**src/hw/rtl/fsc_pkg.sv**
```systemverilog
// ============================================================================
// fsc_pkg
// Shared constants for the frustum sphere cull core and its multiplier.
// ============================================================================
package fsc_pkg;

    // default widths of the Q-format coordinates
    localparam int COORD_BITS_DEF = 32;
    localparam int FRAC_BITS_DEF  = 16;

    // limb width of the pipelined wide multiplier
    localparam int LIMB_W = 32;

    // configuration register file
    localparam int NUM_REGS   = 8;
    localparam int REG_W      = 64;
    localparam int HALF_W     = 32;
    localparam int REG_IDX_W  = 3;
    localparam int CFG_IDX_W  = 4;

    // frustum geometry
    localparam int NUM_PLANES = 6;
    localparam int NUM_AXES   = 3;
    localparam int NUM_COLS   = 4;

    // pipeline depth from request to result strobe
    localparam int PIPE_LAT = 8;

    // identity matrix in Q16.16 after reset
    localparam logic [REG_W-1:0] MAT_RESET [NUM_REGS] = '{
        64'h0000_0000_0001_0000,
        64'h0000_0000_0000_0000,
        64'h0001_0000_0000_0000,
        64'h0000_0000_0000_0000,
        64'h0000_0000_0000_0000,
        64'h0000_0000_0001_0000,
        64'h0000_0000_0000_0000,
        64'h0001_0000_0000_0000
    };

endpackage

```
**src/hw/rtl/fsc_mul.sv**
```systemverilog
// ============================================================================
// fsc_mul
// Unsigned wide multiplier cut into limb products over three register stages.
// ============================================================================
module fsc_mul #(
    parameter int WA = 32,
    parameter int WB = 32
) (
    input  logic               clk,
    input  logic [WA-1:0]      a,
    input  logic [WB-1:0]      b,
    output logic [WA+WB-1:0]   p
);

    localparam int LW    = fsc_pkg::LIMB_W;
    localparam int NA    = (WA + LW - 1) / LW;
    localparam int NB    = (WB + LW - 1) / LW;
    localparam int ROW_W = (NB + 1) * LW;
    localparam int SUM_W = (NA + NB) * LW;

    logic [NA*LW-1:0]  a_pad;
    logic [NB*LW-1:0]  b_pad;
    logic [2*LW-1:0]   pp_reg  [NA][NB];
    logic [ROW_W-1:0]  row_next [NA];
    logic [ROW_W-1:0]  row_reg  [NA];
    logic [SUM_W-1:0]  sum_next;
    logic [SUM_W-1:0]  sum_reg;

    assign a_pad = (NA*LW)'(a);
    assign b_pad = (NB*LW)'(b);

    // limb partial products
    always_ff @(posedge clk)
    begin
        for (int i = 0; i < NA; i++)
        begin
            for (int j = 0; j < NB; j++)
            begin
                pp_reg[i][j] <= a_pad[i*LW +: LW] * b_pad[j*LW +: LW];
            end
        end
    end

    // one row per limb of a
    always_comb
    begin
        for (int i = 0; i < NA; i++)
        begin
            row_next[i] = '0;
            for (int j = 0; j < NB; j++)
            begin
                row_next[i] = row_next[i] + (ROW_W'(pp_reg[i][j]) << (j*LW));
            end
        end
    end

    always_ff @(posedge clk)
    begin
        for (int i = 0; i < NA; i++)
        begin
            row_reg[i] <= row_next[i];
        end
    end

    // final sum of the rows
    always_comb
    begin
        sum_next = '0;
        for (int i = 0; i < NA; i++)
        begin
            sum_next = sum_next + (SUM_W'(row_reg[i]) << (i*LW));
        end
    end

    always_ff @(posedge clk)
    begin
        sum_reg <= sum_next;
    end

    assign p = sum_reg[WA+WB-1:0];

endmodule

```
**config.mk**
```make
export PLATFORM = sky130hd
export DESIGN_NAME = fsc_mul
export DESIGN_NICKNAME = d
export VERILOG_FILES = /design/src/hw/rtl/fsc_pkg.sv /design/src/hw/rtl/fsc_mul.sv
export SDC_FILE = /design/constraint.sdc
export NUM_CORES = 2
export LEC_CHECK = 0
export BUFFER_PORTS_ARGS = -buffer_cell sky130_fd_sc_hd__buf_4
export CAP_MARGIN = 20
export CORE_MARGIN = 2
export CORE_UTILIZATION = 55
export CTS_BUF_LIST = sky130_fd_sc_hd__clkbuf_2 sky130_fd_sc_hd__clkbuf_4 sky130_fd_sc_hd__clkbuf_8
export DETAILED_ROUTE_END_ITERATION = 8
export PLACE_DENSITY_LB_ADDON = 0.3
export SYNTH_ARGS = -nofsm -noshare
export SYNTH_HDL_FRONTEND = slang
export SYNTH_SLANG_ARGS = --single-unit
```
**constraint.sdc**
```tcl
create_clock -name clk -period 13.3 [get_ports clk]
set_input_delay 1.33 -clock clk [delete_from_list [all_inputs] [get_ports clk]]
set_output_delay 1.33 -clock clk [all_outputs]
set_load 0.05 [all_outputs]
```
==> metrics.md <==
| Metric | Value |
|---|---|
| Postcts setup bufs | 0 |
| Reg clk slew, reported paths | 0.12 ns |
| Vias in the first global route | 28.1k |
| Status | finished clean |
| Initial Utilization | 55.4% |
| Drt first-iter violations | 1647 |
| Synth Flop Type | dfxtp_1 |
| Area growth from synthesis to layout | 4.41% |
| Post-synthesis cell area | 37200 um2 |
| Critical Path RT | 13.67 ns |
| Post-synth cell types | 56 |
| Post-Route Skew | 0.0168 ns |
| Syn avg cell area | 9.58 um2 |
| Rows | 95 |
| Final worst path period need | 8.61 ns |
| First-pass GRT wire length | 155 mm |
| Ys Warns | 0 |
| RePlAce Congestion | 0.932 |
| EDFF count, synth | 0 |
| Worst-skew pair later-pin latency | 0.47 ns |
| Synth area leaders | fa_1 (48%), dfxtp_1 (10%), and2_1 (10%), ha_1 (8.9%), inv_1 (8.7%) |
| Core area | 67000 um2 |
| Max Cap Violations | 0 |
| Final hold violation count | 0 |
| Fmax | 116 MHz |
| Slew headroom | 56.9% |
| Synthesized flop and latch total | 192 |
| 1st-pass router iterations | 5 |
| Port bufs | 128 |
| Die H | 264 um |
| Post-route antenna net violation count | 0 |
| Chip Width | 264 um |
| Nets | 5026 |
| Drc violations | 0 |
| Ys async rst share | 0% |
| Via density | 5.48 |
| Critical Path End Type | register |
| Worst setup SP type | input port |
| CTS Buffer Depth | 2 |
| Layout cells sized above 1 | 4.51% |
| Crit-path max FO | 32 |
| Setup TNS | 0 ns |
| Dpl hpwl | 73.2 mm |
| Final setup vio count | 0 |
| Grt ovf | 0 |
| H-tree depth | 4 |
| Wire length per cell | 20.6 um |
| RSZ-0062 raised after global routing | false |
| Most common cell after layout, fill and taps aside | fa_1 |
| Via count | 25.7k |
| GRT Util Overall | 29.0% |
| Hold Path Class | register to register |
| Root Buffer | clkbuf_8 |
| WP data arrival | 8.97 ns |
| Routed WL | 96.7 mm |
| Resized Gates After CTS | 0 |
| Syn Nets | 5103 |
| Cells after Synth | 3879 |
| Die ar. | 69600 um2 |
| Register area share after synthesis | 10.3% |
| I/O Pins | 129 |
| Final Max Slew Viols | 0 |
| CTS tree | built |
| Hold Buf Count CTS | 0 |
| Yosys top cell area share | 48.3% |
| Antenna violations before repair | 2 |
| Most frequent cells in the layout | fa_1 (896), inv_1 (862), and2_1 (601) |
| Number of fill cells in the layout | 5893 |
| CP Class | input port to register |
| Slew @ Worst Pin | 0.641 ns |
| Pin count of the biggest net entering global routing | 33 |
| Period utilization | 64.7% |
| Synth area leader | fa_1 |
| Clk sink count | 192 |
| Num CTS Buffers | 17 |
==> cells in the mapped netlist (4+ instances only) <==
cell	n
a21boi_0	4
a21o_1	32
a21oi_1	73
a31oi_1	9
and2_1	601
and3_1	9
buf_2	8
clkbuf_1	211
dfxtp_1	192
fa_1	896
ha_1	263
inv_1	862
nand2_1	468
nand3_1	16
nand4_1	24
nor2_1	31
nor2b_1	7
nor3_1	6
o21a_1	5
o21ai_0	30
o21ai_1	10
o21bai_1	14
xnor2_1	37
xor2_1	26
==> cell families (layout without fill, tap and decap cells) <==
| kind of cell | count (synthesis) | count (layout) | share of synthesized area (%) |
|---|---|---|---|
| simple gates | 1173 | 1173 | 16.4 |
| xor+xnor | 63 | 63 | 1.49 |
| compound gates | 206 | 206 | 3.64 |
| other cells | 0 | 3 | 0 |
| fa+ha+maj | 1159 | 1159 | 57.1 |
| buf+inv | 1086 | 1022 | 11.0 |
| flops | 192 | 192 | 10.3 |
==> worst max-delay path, stage by stage <==
cell,delay [ns]
buf_4,0.24
and2_1,0.24
fa_1,0.53
inv_1,0.06
fa_1,0.57
inv_1,0.07
fa_1,0.50
inv_1,0.06
fa_1,0.53
inv_1,0.05
fa_1,0.50
fa_1,0.43
fa_1,0.51
fa_1,0.42
ha_1,0.41
a21oi_1,0.20
o21ai_1,0.12
a2111oi_0,0.52
o21bai_1,0.19
a221oi_1,0.37
o221ai_1,0.29
a311o_1,0.34
a21oi_1,0.23
o21ai_1,0.12
xor2_1,0.14
==> per-stage QoR <==
step	hold slack, ns	util, %	setup WS [ns]	std cells	instance area (um2)
2_1_floorplan	0.310	-	5.16	3879	37200
3_3_place_gp	0.310	57.2	4.44	4656	38300
3_5_place_dp	0.312	57.2	4.27	4656	38300
4_1_cts	0.321	57.9	4.79	4688	38800
5_1_grt	0.328	57.9	4.42	4688	38800
6_report	0.317	57.9	4.69	4691	38800
==> worst paths after layout <==
path,from,end,slack (ns),depth (start not counted)
setup reg to reg,pp_reg[0][60],row_reg[0][60],12.83,0
hold reg to reg,row_reg[0][4],p[4],0.32,0
hold / removal,row_reg[0][4],p[4],0.32,0
setup / recovery,a[10],pp_reg[0][62],4.69,25
==> area by class of cell <==
type	instances	area, um2	share of cell area, %
inverter	862	3240	8.34
antenna	3	7.51	0.0194
sequential	192	3840	9.91
clock buffer	17	234	0.603
timing repair buffer	128	961	2.48
tap	873	1090	2.82
clock inverter	15	210	0.542
multi-input combinational	2601	29200	75.3
==> per-layer routing <==
layer	share of wire (%)	vias up	routed length (um)	track usage (%)
li1	-	11100	-	-
met1	38	13400	36800	36.5
met2	49	1009	47700	49.1
met3	6.4	244	6190	3.55
met4	6.2	0	6030	15.8
met5	0	-	0	0
Power is left out: the tool's default activity adds up to more than one toggle a clock period on the data nets, which glitch-free logic cannot reach.
